**src/rtl/tppa_pkg.sv**
```systemverilog
// ----------------------------------------------------------------------------
// Three-phase power accumulator: shared package
// Constants, sample and result types and the product helpers, imported by all
// modules of the block.
// ----------------------------------------------------------------------------
package tppa_pkg;

  localparam int SAMPLES_PER_CYCLE = 1024;
  localparam int QUARTER_DELAY     = 256;
  localparam int RESULT_SHIFT      = 10;

  localparam int NUM_PHASES = 3;
  localparam int SAMPLE_W   = 16;
  localparam int PROD_W     = 2 * SAMPLE_W;
  localparam int SQ_OUT_W   = 31;
  localparam int PWR_OUT_W  = 32;
  localparam int PHASE_W    = 2;
  localparam int POS_W      = $clog2(SAMPLES_PER_CYCLE);
  localparam int DLY_AW     = $clog2(QUARTER_DELAY);
  // Keep every bit that reaches an output field; higher bits are never seen.
  localparam int ACC_W      = RESULT_SHIFT + PWR_OUT_W;

  localparam int CFG_IDX_W    = 3;
  localparam int CFG_NUM_REGS = 6;

  localparam logic [CFG_IDX_W-1:0] CFG_OFFSET_CURRENT_A = 3'd0;
  localparam logic [CFG_IDX_W-1:0] CFG_OFFSET_VOLTAGE_A = 3'd1;
  localparam logic [CFG_IDX_W-1:0] CFG_OFFSET_CURRENT_B = 3'd2;
  localparam logic [CFG_IDX_W-1:0] CFG_OFFSET_VOLTAGE_B = 3'd3;
  localparam logic [CFG_IDX_W-1:0] CFG_OFFSET_CURRENT_C = 3'd4;
  localparam logic [CFG_IDX_W-1:0] CFG_OFFSET_VOLTAGE_C = 3'd5;

  localparam logic [PHASE_W-1:0]  LAST_PHASE = PHASE_W'(NUM_PHASES - 1);
  localparam logic [POS_W-1:0]    LAST_POS   = POS_W'(SAMPLES_PER_CYCLE - 1);
  localparam logic [DLY_AW-1:0]   LAST_PTR   = DLY_AW'(QUARTER_DELAY - 1);

  typedef logic signed [SAMPLE_W-1:0] sample_t;
  typedef logic signed [PROD_W-1:0]   prod_t;
  typedef logic signed [ACC_W-1:0]    acc_t;

  typedef struct packed {
    sample_t i;
    sample_t u;
  } phase_smp_t;

  typedef struct packed {
    logic                        valid;
    logic                        last;
    logic                        primed;
  } s1_ctrl_t;

  typedef struct packed {
    logic [SQ_OUT_W-1:0]         cur_sq;
    logic [SQ_OUT_W-1:0]         volt_sq;
    logic signed [PWR_OUT_W-1:0] act;
    logic signed [PWR_OUT_W-1:0] react;
  } phase_res_t;

  function automatic prod_t mul16(input sample_t a, input sample_t b);
    prod_t ea;
    prod_t eb;
    ea = PROD_W'(a);
    eb = PROD_W'(b);
    return ea * eb;
  endfunction

  function automatic acc_t sext_prod(input prod_t p);
    return {{(ACC_W-PROD_W){p[PROD_W-1]}}, p};
  endfunction

endpackage

```
**src/rtl/tppa_if.sv**
```systemverilog


interface tppa_out_if import tppa_pkg::*; ();
  logic                        valid;
  logic                        ready;
  logic [PHASE_W-1:0]          phase_index;
  logic [SQ_OUT_W-1:0]         current_square_sum;
  logic [SQ_OUT_W-1:0]         voltage_square_sum;
  logic signed [PWR_OUT_W-1:0] active_power_sum;
  logic signed [PWR_OUT_W-1:0] reactive_power_sum;
  logic                        last_of_cycle;

  modport source (output valid, phase_index, current_square_sum, voltage_square_sum,
                  active_power_sum, reactive_power_sum, last_of_cycle, input ready);
  modport sink   (input valid, phase_index, current_square_sum, voltage_square_sum,
                  active_power_sum, reactive_power_sum, last_of_cycle, output ready);
endinterface


```
**src/rtl/tppa_out_buf.sv**
```systemverilog
// ----------------------------------------------------------------------------
// Three-phase power accumulator: result buffer
// Holds the three phase results of one cycle and hands them out in phase
// order, one item per accepted handshake.
// ----------------------------------------------------------------------------
module tppa_out_buf import tppa_pkg::*; (
  input  logic                        clk,
  input  logic                        rst_n,
  input  logic                        res_valid,
  input  phase_res_t [NUM_PHASES-1:0] res,
  output logic                        busy,
  tppa_out_if.source                  out_ch
);

  phase_res_t [NUM_PHASES-1:0] buf_r;
  logic                        busy_r;
  logic [PHASE_W-1:0]          idx_r;
  logic                        out_fire;

  assign out_fire = out_ch.valid && out_ch.ready;
  assign busy     = busy_r;

  always_ff @(posedge clk) begin
    if (res_valid) begin
      buf_r <= res;
    end
  end

  always_ff @(posedge clk) begin
    if (!rst_n) begin
      busy_r <= 1'b0;
      idx_r  <= '0;
    end else if (res_valid) begin
      busy_r <= 1'b1;
      idx_r  <= '0;
    end else if (out_fire) begin
      if (idx_r == LAST_PHASE) begin
        busy_r <= 1'b0;
        idx_r  <= '0;
      end else begin
        idx_r <= idx_r + 1'b1;
      end
    end
  end

  assign out_ch.valid              = busy_r;
  assign out_ch.phase_index        = idx_r;
  assign out_ch.current_square_sum = buf_r[idx_r].cur_sq;
  assign out_ch.voltage_square_sum = buf_r[idx_r].volt_sq;
  assign out_ch.active_power_sum   = buf_r[idx_r].act;
  assign out_ch.reactive_power_sum = buf_r[idx_r].react;
  assign out_ch.last_of_cycle      = (idx_r == LAST_PHASE);

endmodule

```
**src/flat_wrapper.sv**
```systemverilog
// flat-port wrapper written by rule: the top's interface ports become plain ports
module tppa_out_buf_flat import tppa_pkg::*;
  (clk, rst_n, res_valid, res, busy, out_ch_valid, out_ch_phase_index, out_ch_current_square_sum, out_ch_voltage_square_sum, out_ch_active_power_sum, out_ch_reactive_power_sum, out_ch_last_of_cycle, out_ch_ready);
  tppa_out_if out_ch_i ();
  input  logic clk;
  input  logic rst_n;
  input  logic res_valid;
  input  phase_res_t [NUM_PHASES-1:0] res;
  output logic busy;
  output wire logic [$bits(out_ch_i.valid)-1:0] out_ch_valid;
  output wire logic [$bits(out_ch_i.phase_index)-1:0] out_ch_phase_index;
  output wire logic [$bits(out_ch_i.current_square_sum)-1:0] out_ch_current_square_sum;
  output wire logic [$bits(out_ch_i.voltage_square_sum)-1:0] out_ch_voltage_square_sum;
  output wire logic [$bits(out_ch_i.active_power_sum)-1:0] out_ch_active_power_sum;
  output wire logic [$bits(out_ch_i.reactive_power_sum)-1:0] out_ch_reactive_power_sum;
  output wire logic [$bits(out_ch_i.last_of_cycle)-1:0] out_ch_last_of_cycle;
  input wire logic [$bits(out_ch_i.ready)-1:0] out_ch_ready;
  assign out_ch_valid = out_ch_i.valid;
  assign out_ch_phase_index = out_ch_i.phase_index;
  assign out_ch_current_square_sum = out_ch_i.current_square_sum;
  assign out_ch_voltage_square_sum = out_ch_i.voltage_square_sum;
  assign out_ch_active_power_sum = out_ch_i.active_power_sum;
  assign out_ch_reactive_power_sum = out_ch_i.reactive_power_sum;
  assign out_ch_last_of_cycle = out_ch_i.last_of_cycle;
  assign out_ch_i.ready = out_ch_ready;
  tppa_out_buf u_core (.clk(clk), .rst_n(rst_n), .res_valid(res_valid), .res(res), .busy(busy), .out_ch(out_ch_i));
endmodule
```
**config.mk**
```make
export PLATFORM = sky130hd
export DESIGN_NAME = tppa_out_buf_flat
export DESIGN_NICKNAME = d
export VERILOG_FILES = /design/src/rtl/tppa_pkg.sv /design/src/rtl/tppa_if.sv /design/src/rtl/tppa_out_buf.sv /design/src/flat_wrapper.sv
export SDC_FILE = /design/constraint.sdc
export NUM_CORES = 1
export LEC_CHECK = 0
export ABC_AREA = 1
export BUFFER_PORTS_ARGS = -buffer_cell sky130_fd_sc_hd__buf_2
export CORE_AREA = 2 2 198 200
export DETAILED_ROUTE_END_ITERATION = 7
export DIE_AREA = 0 0 200 202
export GPL_ROUTABILITY_DRIVEN = 0
export PLACE_DENSITY = 0.72
export SETUP_SLACK_MARGIN = 0.1
export SLEW_MARGIN = 20
export SYNTH_ARGS = -nofsm -noshare
export SYNTH_HDL_FRONTEND = slang
export SYNTH_SLANG_ARGS = --single-unit
```
**constraint.sdc**
```tcl
create_clock -name clk -period 1.3 [get_ports clk]
set_input_delay 0.065 -clock clk [delete_from_list [all_inputs] [get_ports clk]]
set_output_delay 0.065 -clock clk [all_outputs]
set_load 0.01 [all_outputs]
```
==> flow_summary.yaml <==
setup_path:
  cp.arrival_ns: 1.99
  worstSetupStartpoint: "u_core.out_ch.phase_index[0]"
  worstSetupEndpointType: "primary output"
  cpPeakStageDelay_ns: 0.34
  start_kind: "flop"
  path_buf_inv: 5
  r2r-start: "u_core.out_ch.phase_index[0]"
  cp_common_cell: "buf_6"
  cp_top_family: "buffers and inverters"
  crit_required_ns: 1.24
  r2r-end: "u_core.out_ch.phase_index[1]"
  crit_fanout: 8
  slowest_stage: "dfxtp_2"
  reg2reg_depth: 6
  critPathKind: "reg -> out"
  r2r_setup_slack_ns: 0.13
  worstPathCellList: "buf_4, nor2_4, buf_6, buf_12, buf_8, nand2_1, nand3_2, buf_6"
run:
  cap_violations: 0
pwr:
  seq_power_share_pct: 48.3
  power_frac_clock_pct: 36.8
  p_sw_uw: 7460
  p_sw_share_pct: 23.9
  power.leakage_uw: 0.0106
  internal_power_uw: 23800
  p_total_uw: 31200
  ir_drop_uv: 1260
  p_comb_share_pct: 14.8
  pwr_density_cell_mw_per_mm2: 1240
routing:
  viasPerCell: 5.06
  ant_nets: 0
  via_count: 12700
  first_iter_violations: 972
  drt_first_pass_iters: 5
  drc: 0
  wl_um: 59500
  routedWlPerCell_um: 23.7
yosys:
  synth_top_area_share_pct: 82.2
  yosysSeqAreaShare_pct: 82.6
  synthesis.nets: 1328
  ys_types: 14
  netlist_area_mm2: 0.0138
  yosys_warnings: 0
  yosys_register_bits: 381
  async_reset_ff_share_pct: 0
  syn-instance-count: 946
  synth_common_cells: "nand2_1, edfxtp_1, nand3_1"
  avgSynthCellArea_um2: 14.6
  synthTopCellsByArea: "edfxtp_1, nand2_1, nand3_1, buf_2, buf_4"
  ys.flop_type: "edfxtp_1"
  synth_edf_count: 378
  yosysTopAreaCell: "edfxtp_1"
  synth_most_common_cell: "nand2_1"
sta:
  worstMarginPinSlew_ns: 0.462
  finalSetupViolations: 127
  rsz0062_at_grt: "true"
  fin_tns_setup_ns: -78.95
  slew_headroom_pct: 69.2
  drv_slew: 0
  max_freq_mhz: 487
  layout_min_cycle_time_ns: 2.06
  finalHoldViolCount: 0
  fin_crit_sh_pct: 158
  finClkSkew_ns: 0.000259
  hold_slack_ns: 0.223
  setup_ws_ns: -0.755
floorplanning:
  die_h_um: 202
  start_util_pct: 36.1
  fp.dieW_um: 200
  dieArea_mm2: 0.0404
  core_mm2: 0.0383
  rows: 72
  io_pins: 513
clock_tree:
  cts.sinks: 381
  clockBufferDepth: 3
  htree_num_levels: 2
  cts_tree: "yes"
  insertion_delay_ns: 0.54
  numCtsBuffers: 40
  cts-root-buf: "clkbuf_16"
  path_clk_slew_ns: 0.06
run_status:
  status: "finished with violations"
  violations: "setup timing"
hold_path:
  hp-class: "in -> reg"
  hold_end: "u_core.buf_r[41]"
  hold_depth: 2
  min_from: "res[41]"
global_route:
  grt_pass1_wl_um: 75100
  first_global_vias: 13200
  gr-total-overflow: 0
  antenna_found_initial: 2
  grtUsageTotal_pct: 25.2
  grt_max_degree: 36
final_layout:
  drive_above_1_share_pct: 44.2
  nets: 2335
  syn2layout_area_growth_pct: 81.6
  fin_cells: 2506
placed_design:
  place_inst: 2013
  dpl.hpwl_um: 28100
  io_buffers: 512
## worst reg2reg max path: stages (launching register included)
cell,delay [ns]
dfxtp_2,0.36
inv_2,0.06
nor2_4,0.18
buf_12,0.20
clkbuf_16,0.18
nor2_1,0.04
nor2_1,0.08
## flip-flops by register name, indices dropped and copies added (netlist names)
name	flops
u_core.buf_r	378
u_core.busy	1
u_core.out_ch.phase_index	2
## stage by stage
stage	instance area, µm²	setup WS (ns)	utilization (%)
6_report	25100	-0.755	65.5
5_1_grt	25100	-0.819	65.5
4_1_cts	23700	-0.714	61.9
3_5_place_dp	17700	-0.175	46.1
3_3_place_gp	17700	-0.190	46.1
2_1_floorplan	13800	0.102	-
## routing by layer
metal / up-vias / global-route usage (%) / share of wire (%)
li1: 5385 / - / -
met1: 6067 / 27.1 / 34
met2: 1002 / 44.9 / 50
met3: 226 / 5.89 / 10
met4: 0 / 15.0 / 6.0
met5: - / 0 / 0
## logic make-up (layout without fill, tap and decap cells)
family / count (synthesis) / count (layout) / share of synthesized area, %
buf+inv: 47 / 1085 / 1.95
other cells: 0 / 4 / 0
flops: 381 / 381 / 82.6
compound gates: 3 / 3 / 0.109
simple gates: 515 / 515 / 15.3
## layout make-up
type                            count  area [µm²]
Multi-Input combinational cell    518        3040
Sequential cell                   381       11400
Clock buffer                       54        1070
Clock inverter                     19         199
Fill cell                        2339       13200
Timing Repair Buffer             1007        8680
Tap cell                          518         648
Inverter                            5        18.8
Antenna cell                        4        10.0
## worst max-delay path by stage
stage | endpoint | slack (ns) | cells past startpoint
after floorplan | out_ch_current_square_sum[0] | 0.10 | 7
after global placement | out_ch_reactive_power_sum[25] | -0.19 | 7
after detailed placement | out_ch_reactive_power_sum[25] | -0.18 | 7
after CTS | out_ch_voltage_square_sum[1] | -0.71 | 9
after global routing | out_ch_active_power_sum[20] | -0.82 | 8
final | out_ch_active_power_sum[20] | -0.76 | 8
## what timing repair did
action,CTS,global route
hold buffers,381,0
pin swaps,31,45
gates cloned,7,11
endpoints found under the setup margin,129,128
resized for setup,140,261
endpoints found under the hold margin,425,0
buffers inserted,10,9
## power groups by stage
| stage | Combinational (µW) | Sequential [µW] | Clock [µW] |
|---|---|---|---|
| floorplan | 831 | 15000 | 0 |
| global placement | 2460 | 15100 | 0 |
| detailed placement | 2510 | 15100 | 0 |
| CTS | 3840 | 14900 | 11400 |
| global route | 4840 | 15100 | 12100 |
| finish | 4630 | 15100 | 11500 |
## cell usage in the layout, fill, tap and decap left out, drive strengths merged
cell,Yosys,layout
dlygate4sd3,0,381
edfxtp,378,378
nand2,380,380
dfxtp,3,3
clkinvlp,0,2
clkbuf,1,64
clkinv,0,11
nand3,127,127
buf,41,616
nor2,8,8
a21oi,1,1
diode,0,4
o21ai,2,2
bufinv,0,4
inv,5,7
Power figures use the tool's default switching activity.
